<file path="src/hdl/rjseg_pkg.sv">
// Shared types and constants for the range-jump object segmenter.
// Field widths, register indexes and the fixed-point angle reduction constants.
// No dependencies.
`default_nettype none

package rjseg_pkg;

    localparam int RANGE_W    = 16;
    localparam int INTEN_W    = 16;
    localparam int INDEX_W    = 12;
    localparam int COUNT_W    = 6;
    localparam int ANGLE_W    = 16;
    localparam int STEP_W     = 14;
    localparam int CFG_IDX_W  = 3;
    localparam int CFG_DATA_W = 16;

    localparam int PROD_W      = INDEX_W + STEP_W;
    localparam int SUM_W       = PROD_W + 1;
    localparam int LOW_W       = 4;
    localparam int DIV_W       = SUM_W - LOW_W;
    localparam int RECIP_W     = 24;
    localparam int RECIP_SHIFT = 35;
    localparam int QUOT_W      = 12;
    localparam int QPROD_W     = DIV_W + RECIP_W;
    localparam int REM_W       = 13;
    localparam int FOLD_W      = QUOT_W + 12;

    // two pi is 51472 = 16 * 3217; divide by 3217 through a reciprocal
    localparam logic [RECIP_W-1:0] RECIP      = 24'd10680677;
    localparam logic [11:0]        DIVISOR    = 12'd3217;
    localparam logic [ANGLE_W-1:0] ANG_WRAP   = 16'd7032;
    localparam logic [ANGLE_W-1:0] ANG_POS    = 16'd18704;
    localparam logic [ANGLE_W-1:0] ANG_NEG    = 16'd32768;
    localparam logic signed [ANGLE_W-1:0] ANG_MIN = -16'sd25735;
    localparam logic signed [ANGLE_W-1:0] ANG_MAX = 16'sd25736;

    localparam logic [RANGE_W-1:0] RANGE_FAR = '1;

    localparam logic [CFG_IDX_W-1:0] REG_INTENSITY_MIN  = 3'd0;
    localparam logic [CFG_IDX_W-1:0] REG_JUMP_THRESHOLD = 3'd1;
    localparam logic [CFG_IDX_W-1:0] REG_RANGE_LIMIT    = 3'd2;
    localparam logic [CFG_IDX_W-1:0] REG_MAX_OBJECTS    = 3'd3;
    localparam logic [CFG_IDX_W-1:0] REG_ANGLE_START    = 3'd4;
    localparam logic [CFG_IDX_W-1:0] REG_ANGLE_STEP     = 3'd5;

    typedef struct packed {
        logic [INTEN_W-1:0]        intensity_min;
        logic [RANGE_W-1:0]        jump_threshold;
        logic [RANGE_W-1:0]        range_limit;
        logic [COUNT_W-1:0]        max_objects;
        logic signed [ANGLE_W-1:0] angle_start;
        logic [STEP_W-1:0]         angle_step;
    } cfg_t;

    typedef struct packed {
        logic                      valid;
        logic [RANGE_W-1:0]        range;
        logic [INDEX_W-1:0]        index;
        logic signed [ANGLE_W-1:0] start;
        logic [STEP_W-1:0]         step;
        logic [COUNT_W-1:0]        number;
    } obj_t;

endpackage

`default_nettype wire

</file>
<file path="src/hdl/rjseg_track.sv">
// Segment tracker: scan state and the open/close decision for each request.
// Registers a closed object (nearest range, its sample index and angle settings, its number).
// Depends on rjseg_pkg.
`default_nettype none

module rjseg_track (
    input  wire                          aclk,
    input  wire                          aresetn,
    input  wire rjseg_pkg::cfg_t         cfg,
    input  wire                          s_valid,
    output logic                         s_ready,
    input  wire [rjseg_pkg::RANGE_W-1:0] s_range_mm,
    input  wire [rjseg_pkg::INTEN_W-1:0] s_intensity,
    input  wire [rjseg_pkg::INDEX_W-1:0] s_sample_index,
    input  wire                          s_first_of_scan,
    output rjseg_pkg::obj_t              obj,
    input  wire                          obj_take
);
    import rjseg_pkg::*;

    logic [RANGE_W-1:0] prev_reg, prev_next;
    logic               inside_reg, inside_next;
    logic [RANGE_W-1:0] near_reg, near_next;
    logic [INDEX_W-1:0] near_idx_reg, near_idx_next;
    logic signed [ANGLE_W-1:0] near_start_reg, near_start_next;
    logic [STEP_W-1:0]  near_step_reg, near_step_next;
    logic [COUNT_W-1:0] found_reg, found_next;
    obj_t               obj_reg, obj_next;

    logic               accept;
    logic [RANGE_W-1:0] cur_prev;
    logic               cur_inside;
    logic [RANGE_W-1:0] cur_near;
    logic [COUNT_W-1:0] cur_found;
    logic [RANGE_W-1:0] upd_near;
    logic [INDEX_W-1:0] upd_idx;
    logic signed [ANGLE_W-1:0] upd_start;
    logic [STEP_W-1:0]  upd_step;
    logic               close_hit;
    logic               open_hit;

    assign s_ready = !obj_reg.valid || obj_take;
    assign accept  = s_valid && s_ready;
    assign obj     = obj_reg;

    always_comb begin
        cur_prev   = s_first_of_scan ? '0 : prev_reg;
        cur_inside = s_first_of_scan ? 1'b0 : inside_reg;
        cur_near   = s_first_of_scan ? RANGE_FAR : near_reg;
        cur_found  = s_first_of_scan ? '0 : found_reg;

        upd_near  = (s_range_mm < cur_near) ? s_range_mm : cur_near;
        upd_idx   = (s_range_mm < cur_near) ? s_sample_index : near_idx_reg;
        upd_start = (s_range_mm < cur_near) ? cfg.angle_start : near_start_reg;
        upd_step  = (s_range_mm < cur_near) ? cfg.angle_step : near_step_reg;

        close_hit = {1'b0, s_range_mm} > ({1'b0, cur_prev} + {1'b0, cfg.jump_threshold});
        open_hit  = (({1'b0, s_range_mm} + {1'b0, cfg.jump_threshold}) < {1'b0, cur_prev})
                    && (s_range_mm < cfg.range_limit);

        prev_next       = cur_prev;
        inside_next     = cur_inside;
        near_next       = cur_near;
        near_idx_next   = near_idx_reg;
        near_start_next = near_start_reg;
        near_step_next  = near_step_reg;
        found_next      = cur_found;

        obj_next        = obj_reg;
        obj_next.valid  = 1'b0;
        obj_next.range  = upd_near;
        obj_next.index  = upd_idx;
        obj_next.start  = upd_start;
        obj_next.step   = upd_step;
        obj_next.number = cur_found;

        if (s_intensity >= cfg.intensity_min) begin
            prev_next = s_range_mm;
            if (cur_inside) begin
                near_next       = upd_near;
                near_idx_next   = upd_idx;
                near_start_next = upd_start;
                near_step_next  = upd_step;
                if (close_hit) begin
                    inside_next = 1'b0;
                    near_next   = RANGE_FAR;
                    if ((cur_found < cfg.max_objects) && (upd_near < cfg.range_limit)) begin
                        obj_next.valid = accept;
                        found_next     = cur_found + 1'b1;
                    end
                end
            end else if (open_hit) begin
                inside_next     = 1'b1;
                near_next       = s_range_mm;
                near_idx_next   = s_sample_index;
                near_start_next = cfg.angle_start;
                near_step_next  = cfg.angle_step;
            end
        end
    end

    always_ff @(posedge aclk) begin
        if (!aresetn) begin
            prev_reg       <= '0;
            inside_reg     <= 1'b0;
            near_reg       <= RANGE_FAR;
            near_idx_reg   <= '0;
            near_start_reg <= '0;
            near_step_reg  <= '0;
            found_reg      <= '0;
            obj_reg        <= '0;
        end else begin
            if (accept) begin
                prev_reg       <= prev_next;
                inside_reg     <= inside_next;
                near_reg       <= near_next;
                near_idx_reg   <= near_idx_next;
                near_start_reg <= near_start_next;
                near_step_reg  <= near_step_next;
                found_reg      <= found_next;
            end
            if (s_ready) begin
                obj_reg <= obj_next;
            end
        end
    end

endmodule

`default_nettype wire

</file>
<file path="src/hdl/rjseg_angle.sv">
// Angle pipeline: sample index times step, offset, reduction into (-pi, pi].
// Ends in the result register that drives the m_ channel. Depends on rjseg_pkg.
`default_nettype none

module rjseg_angle (
    input  wire                          aclk,
    input  wire                          aresetn,
    input  wire rjseg_pkg::obj_t         obj,
    output logic                         obj_take,
    output logic                         m_valid,
    input  wire                          m_ready,
    output logic [rjseg_pkg::RANGE_W-1:0] m_object_range,
    output logic signed [rjseg_pkg::ANGLE_W-1:0] m_object_angle,
    output logic [rjseg_pkg::COUNT_W-1:0] m_object_number
);
    import rjseg_pkg::*;

    logic               s2_valid_reg;
    logic [PROD_W-1:0]  s2_prod_reg, s2_prod_next;
    logic signed [ANGLE_W-1:0] s2_start_reg;
    logic [RANGE_W-1:0] s2_range_reg;
    logic [COUNT_W-1:0] s2_number_reg;

    logic               s3_valid_reg;
    logic [DIV_W-1:0]   s3_div_reg, s3_div_next;
    logic [LOW_W-1:0]   s3_low_reg, s3_low_next;
    logic [QUOT_W-1:0]  s3_quot_reg, s3_quot_next;
    logic [RANGE_W-1:0] s3_range_reg;
    logic [COUNT_W-1:0] s3_number_reg;

    logic               out_valid_reg;
    logic [RANGE_W-1:0] out_range_reg;
    logic [ANGLE_W-1:0] out_angle_reg, out_angle_next;
    logic [COUNT_W-1:0] out_number_reg;

    logic go_out, go3, go2;

    logic [SUM_W-1:0]   sum;
    logic [QPROD_W-1:0] qprod;
    logic [FOLD_W-1:0]  fold;
    logic [FOLD_W-1:0]  rem_wide;
    logic [REM_W-1:0]   rem_a, rem_b;
    logic [ANGLE_W-1:0] rem_full;

    assign go_out   = !out_valid_reg || m_ready;
    assign go3      = !s3_valid_reg || go_out;
    assign go2      = !s2_valid_reg || go3;
    assign obj_take = go2;

    assign s2_prod_next = PROD_W'(obj.index) * PROD_W'(obj.step);

    always_comb begin
        sum = {1'b0, s2_prod_reg}
              + SUM_W'({~s2_start_reg[ANGLE_W-1], s2_start_reg[ANGLE_W-2:0]});
        s3_div_next  = sum[SUM_W-1:LOW_W];
        s3_low_next  = sum[LOW_W-1:0];
        qprod        = QPROD_W'(s3_div_next) * QPROD_W'(RECIP);
        s3_quot_next = qprod[RECIP_SHIFT +: QUOT_W];
    end

    always_comb begin
        fold     = FOLD_W'(s3_quot_reg) * FOLD_W'(DIVISOR);
        rem_wide = FOLD_W'(s3_div_reg) - fold;
        rem_a    = rem_wide[REM_W-1:0];
        rem_b    = (rem_a >= REM_W'(DIVISOR)) ? rem_a - REM_W'(DIVISOR) : rem_a;
        rem_full = {rem_b[REM_W-2:0], s3_low_reg};
        out_angle_next = (rem_full <= ANG_WRAP) ? rem_full + ANG_POS : rem_full - ANG_NEG;
    end

    always_ff @(posedge aclk) begin
        if (!aresetn) begin
            s2_valid_reg  <= 1'b0;
            s3_valid_reg  <= 1'b0;
            out_valid_reg <= 1'b0;
        end else begin
            if (go2) begin
                s2_valid_reg <= obj.valid;
            end
            if (go3) begin
                s3_valid_reg <= s2_valid_reg;
            end
            if (go_out) begin
                out_valid_reg <= s3_valid_reg;
            end
        end
    end

    always_ff @(posedge aclk) begin
        if (go2) begin
            s2_prod_reg   <= s2_prod_next;
            s2_start_reg  <= obj.start;
            s2_range_reg  <= obj.range;
            s2_number_reg <= obj.number;
        end
        if (go3) begin
            s3_div_reg    <= s3_div_next;
            s3_low_reg    <= s3_low_next;
            s3_quot_reg   <= s3_quot_next;
            s3_range_reg  <= s2_range_reg;
            s3_number_reg <= s2_number_reg;
        end
        if (go_out) begin
            out_range_reg  <= s3_range_reg;
            out_angle_reg  <= out_angle_next;
            out_number_reg <= s3_number_reg;
        end
    end

    assign m_valid         = out_valid_reg;
    assign m_object_range  = out_range_reg;
    assign m_object_angle  = out_angle_reg;
    assign m_object_number = out_number_reg;

endmodule

`default_nettype wire

</file>
<file path="src/hdl/range_jump_object_segmenter_unit.sv">
// Top level of the range-jump object segmenter: configuration registers,
// segment tracker and angle pipeline. Depends on rjseg_pkg, rjseg_track, rjseg_angle.
//
// Usage:
//   s_ channel: one scan sample per request (range, intensity, index, first flag).
//   m_ channel: one request per reported object (nearest range, angle, number).
//   cfg port:   cfg_wr_en writes cfg_wdata into register cfg_index;
//               write only while no sample is in flight.
//   Throughput: one sample per cycle while s_ready is high; the scan state is updated
//   at the edge that accepts the sample, so the next sample follows with no gap.
//   Result path: a closing sample's result passes through the tracker register,
//   product register, quotient register and result register in that order;
//   the multiply and modulo 2*pi reduction set the depth.
//   Reset: synchronous on aresetn low; configuration registers return to their defaults,
//   scan state cleared, pipeline emptied.
//   Stall: m_ready held low fills the three stages behind the result register,
//   after which s_ready drops; no request is lost or repeated.
`default_nettype none

module range_jump_object_segmenter_unit (
    input  wire                               aclk,
    input  wire                               aresetn,
    input  wire                               cfg_wr_en,
    input  wire [rjseg_pkg::CFG_IDX_W-1:0]    cfg_index,
    input  wire [rjseg_pkg::CFG_DATA_W-1:0]   cfg_wdata,
    input  wire                               s_valid,
    output logic                              s_ready,
    input  wire [rjseg_pkg::RANGE_W-1:0]      s_range_mm,
    input  wire [rjseg_pkg::INTEN_W-1:0]      s_intensity,
    input  wire [rjseg_pkg::INDEX_W-1:0]      s_sample_index,
    input  wire                               s_first_of_scan,
    output logic                              m_valid,
    input  wire                               m_ready,
    output logic [rjseg_pkg::RANGE_W-1:0]     m_object_range,
    output logic signed [rjseg_pkg::ANGLE_W-1:0] m_object_angle,
    output logic [rjseg_pkg::COUNT_W-1:0]     m_object_number
);
    import rjseg_pkg::*;

    cfg_t cfg_reg;
    obj_t obj;
    logic obj_take;

    always_ff @(posedge aclk) begin
        if (!aresetn) begin
            cfg_reg.intensity_min  <= 16'd0;
            cfg_reg.jump_threshold <= 16'd100;
            cfg_reg.range_limit    <= 16'd3000;
            cfg_reg.max_objects    <= 6'd10;
            cfg_reg.angle_start    <= 16'sd0;
            cfg_reg.angle_step     <= 14'd36;
        end else if (cfg_wr_en) begin
            unique case (cfg_index)
                REG_INTENSITY_MIN:  cfg_reg.intensity_min  <= cfg_wdata;
                REG_JUMP_THRESHOLD: cfg_reg.jump_threshold <= cfg_wdata;
                REG_RANGE_LIMIT:    cfg_reg.range_limit    <= cfg_wdata;
                REG_MAX_OBJECTS:    cfg_reg.max_objects    <= cfg_wdata[COUNT_W-1:0];
                REG_ANGLE_START:    cfg_reg.angle_start    <= cfg_wdata;
                REG_ANGLE_STEP:     cfg_reg.angle_step     <= cfg_wdata[STEP_W-1:0];
                default: begin
                end
            endcase
        end
    end

    rjseg_track u_track (
        .aclk            (aclk),
        .aresetn         (aresetn),
        .cfg             (cfg_reg),
        .s_valid         (s_valid),
        .s_ready         (s_ready),
        .s_range_mm      (s_range_mm),
        .s_intensity     (s_intensity),
        .s_sample_index  (s_sample_index),
        .s_first_of_scan (s_first_of_scan),
        .obj             (obj),
        .obj_take        (obj_take)
    );

    rjseg_angle u_angle (
        .aclk            (aclk),
        .aresetn         (aresetn),
        .obj             (obj),
        .obj_take        (obj_take),
        .m_valid         (m_valid),
        .m_ready         (m_ready),
        .m_object_range  (m_object_range),
        .m_object_angle  (m_object_angle),
        .m_object_number (m_object_number)
    );

`ifndef SYNTH
    a_angle_in_range: assert property (@(posedge aclk) disable iff (!aresetn)
        m_valid |-> (m_object_angle >= ANG_MIN) && (m_object_angle <= ANG_MAX))
        else $error("object angle outside (-pi, pi]");

    a_reset_empties: assert property (@(posedge aclk)
        !aresetn |=> !m_valid && s_ready)
        else $error("pipeline not empty after reset");

    a_stall_only_when_full: assert property (@(posedge aclk) disable iff (!aresetn)
        !s_ready |-> m_valid && !m_ready)
        else $error("input stalled without a stalled result");
`endif

endmodule

`default_nettype wire
</file>
<file path="config.mk">
export PLATFORM = sky130hd
export DESIGN_NAME = range_jump_object_segmenter_unit
export DESIGN_NICKNAME = d
export VERILOG_FILES = /design/src/hdl/rjseg_pkg.sv /design/src/hdl/rjseg_track.sv /design/src/hdl/rjseg_angle.sv /design/src/hdl/range_jump_object_segmenter_unit.sv
export SDC_FILE = /design/constraint.sdc
export NUM_CORES = 2
export LEC_CHECK = 0
export BUFFER_PORTS_ARGS = -buffer_cell sky130_fd_sc_hd__buf_4
export CORE_ASPECT_RATIO = 0.75
export CORE_MARGIN = 10
export CORE_UTILIZATION = 55
export CTS_CLUSTER_DIAMETER = 200
export DETAILED_ROUTE_END_ITERATION = 8
export GPL_TIMING_DRIVEN = 0
export PLACE_DENSITY = 0.75
export SYNTH_ARGS = -nofsm -noshare
export SYNTH_HDL_FRONTEND = slang
export SYNTH_HIERARCHICAL = 1
export SYNTH_SLANG_ARGS = --single-unit
</file>
<file path="constraint.sdc">
create_clock -name aclk -period 13 [get_ports aclk]
set_clock_uncertainty 0.2 [all_clocks]
set_input_delay 0.65 -clock aclk [delete_from_list [all_inputs] [get_ports aclk]]
set_output_delay 0.65 -clock aclk [all_outputs]
set_load 0.005 [all_outputs]
</file>
==> flow_metrics.tcl <==
set metrics [dict create \
    seq_area_frac_synth_pct 26.3 \
    period_share_pct 86.7 \
    arrival_ns 11.34 \
    min_path_type "primary input to flip-flop" \
    ys.flop_type "dfxtp_1" \
    p_sw_share_pct 46.0 \
    cts_tree "yes" \
    place_ws_ns 1.82 \
    grt_util_all_layers_pct 23.8 \
    max_cap_viol_count 0 \
    fp.dieW_um 312 \
    syn-cell-area_um2 35100 \
    final_common_cell "inv_1" \
    clock-root-buffer "clkbuf_16" \
    syn2layout_area_growth_pct 9.03 \
    syn_nets 4485 \
    setup_viol 0 \
    synth.avg_cell_area_um2 9.76 \
    grt_max_degree 67 \
    grt_pass1_vias 25400 \
    die-area_um2 74500 \
    rsz0062_at_grt "no" \
    cts_resized 0 \
    clockPowerShare_pct 14.1 \
    wl_per_cell_um 19.2 \
    port_buffers 108 \
    internal_power_uw 4150 \
    async_flop_share_pct 0 \
    layout_common_cells "inv_1 (586), ha_1 (486), nand2_1 (400), fa_1 (329), dfxtp_1 (233)" \
    dr.first_iter.drc_count 2455 \
    cts_num_sinks 386 \
    h-tree-depth 2 \
    coreArea_um2 63500 \
    crit_type "flip-flop to flip-flop" \
    gp_congestion 1.01 \
    crit_top_cell "fa_1" \
    finalCriticalPeriod_ns 11.27 \
    fin_ws_ns 1.73 \
    grt_first_pass_wirelength_mm 141 \
    ys_types 93 \
    grtUsageMet3_pct 5.87 \
    status "complete, no violations" \
    ioPinCount 109 \
    routed_wl_mm 89.2 \
    clk_path_buf_depth 3 \
    slew_viol_final 0 \
    cpPeakStageDelay_ns 0.81 \
    vias 26000 \
    drive_gt1_share_pct 6.06 \
    endpoint_kind "flip-flop" \
    dieHeight_um 239 \
    pwr_density_cell_nw_per_um2 201 \
    fin_nets 4635 \
    num_rows 80 \
    hold_ws_ns 0.162 \
    slew_headroom_pct 4.67 \
    ys_warn_count 6 \
    synth_seq_cells 386 \
    critical-path-slowest-cell "xor2_1" \
    start_util_pct 55.4 \
    fin_tns_setup_ns 0 \
    largest_reg_flops 84 \
    viasPerCell 5.61 \
    cts_hold_buf 0 \
    cts_made_buffers 38 \
    grtUsageMet2_pct 33.9 \
    n_fill_cell 5328 \
    cp-start-kind "flip-flop" \
    final_cells 4640 \
    gr-usage-met1_pct 35.9 \
    p_total_uw 7680 \
    cts_setup_buffers 0 \
    max_freq_mhz 88.8 \
    leakage_uw 0.0192 \
    drc_errors 0 \
    synth_cells 3601 \
    p_sw_uw 3530 \
    clock_latency_ns 0.56 \
    ir_worst_vdd_v 0.000393 \
    p_seq_share_pct 19.0 \
    worst_pin_slew_ns 1.42 \
    dpl.cell_count 4571 \
    synth_edf_count 153 \
    clk_pin_slew_worst_paths_ns 0.07 \
    grt_antenna_before_repair 1 \
    grt-busiest-layer "met1" \
    grt-ovfl-total 0 \
    drtPass1Iterations 6 \
    hold_violations 0 \
    required_ns 13.07 \
    p_comb_share_pct 67.0 \
    crit_fanout 7 \
    ant_nets 0 \
    dp_hpwl_mm 72.7 \
]
## per-stage QoR
step / instance area (um2) / utilization, %
6_report: 38300 / 60.4
5_1_grt: 38300 / 60.4
4_1_cts: 38300 / 60.3
3_5_place_dp: 37100 / 58.4
3_3_place_gp: 37000 / 58.4
2_1_floorplan: 35100 / -
## worst max-delay path, delay by kind of cell, from the launching register on
family | cells | cell delay, ns
AOI/OAI and AO/OA | 15 | 3.82
xor gates and xnor gates | 1 | 0.81
adders and majority gates | 10 | 4.35
buffers and inverters | 5 | 0.39
DFF | 1 | 0.33
and+or+nand+nor | 7 | 1.13
## Yosys cell counts (6+ instances only)
cell type	instances	area, um2
or3_1	14	87.6
a22oi_1	17	128
a31oi_1	16	100
buf_2	14	70.1
a21oi_1	132	661
or4_1	7	52.6
and3_1	20	125
nor3_1	29	145
mux2i_1	189	1890
a211oi_1	58	435
nand2b_1	15	93.8
xnor2_1	88	771
or2_2	6	37.5
nor2b_1	56	350
clkbuf_1	82	308
o21ai_1	25	125
o221ai_1	18	158
and2_1	79	494
nand3_1	33	165
nand2_1	401	1510
o21a_1	18	135
buf_4	8	60.1
buf_1	6	22.5
edfxtp_1	153	4590
o211ai_1	11	82.6
nand4_1	19	119
nor2_1	174	653
inv_1	587	2200
dfxtp_1	233	4660
o21ai_0	61	305
nor4_1	7	43.8
ha_1	486	6080
a2111oi_0	6	52.6
a21o_1	46	345
o31ai_1	6	45.0
fa_1	329	6590
xor2_1	40	350
## per-layer routing
layer	vias to the layer above	share of wire (%)	wire, um
met4	2	1.8	1640
met5	-	0.0090	8
met1	12500	47	41800
li1	12300	-	-
met3	115	11	9600
met2	1050	40	36100
## layout make-up
class / instances / area, um2 / area share, %
clock inverter: 11 / 106 / 0.278
timing repair buffer: 110 / 838 / 2.19
buffer: 114 / 505 / 1.32
sequential: 386 / 9260 / 24.2
tap: 861 / 1080 / 2.81
multi-input combinational: 2511 / 23200 / 60.6
inverter: 590 / 2210 / 5.78
clock buffer: 56 / 1110 / 2.90
antenna: 1 / 2.50 / 0.00653
## power by group through the flow
stage / clock network, uW / registers, uW / logic [uW]
2_1_floorplan: 0 / 1470 / 3880
3_3_place_gp: 0 / 1480 / 4950
3_5_place_dp: 0 / 1480 / 5070
4_1_cts: 1100 / 1460 / 5130
5_1_grt: 1140 / 1470 / 5850
6_report: 1080 / 1460 / 5150
## final timing paths
path | cells past startpoint | endpoint | slack, ns | start
setup / recovery | 38 | u_angle/s3_quot_reg[11]$_DFFE_PP_ | 1.73 | u_angle/s2_prod_reg[0]$_DFFE_PP_
hold / removal | 3 | cfg_reg[44]$_SDFFE_PN1P_ | 0.16 | cfg_wdata[8]
setup reg to reg | 38 | u_angle/s3_quot_reg[11]$_DFFE_PP_ | 1.73 | u_angle/s2_prod_reg[0]$_DFFE_PP_
hold reg to reg | 0 | u_angle/s3_range_reg[2]$_DFFE_PP_ | 0.22 | u_angle/s2_range_reg[2]$_DFFE_PP_
## cell families after synthesis
family	after synthesis	share of synthesized area, %
buffers and inverters	704	7.74
adder cells (fa/ha/maj)	815	36.0
AO/OA/AOI/OAI	486	9.31
XOR/XNOR	128	3.19
multiplexers	189	5.38
AND/OR/NAND/NOR	893	12.0
flip-flops	386	26.3
No activity file was read; power rests on OpenSTA's default activity.
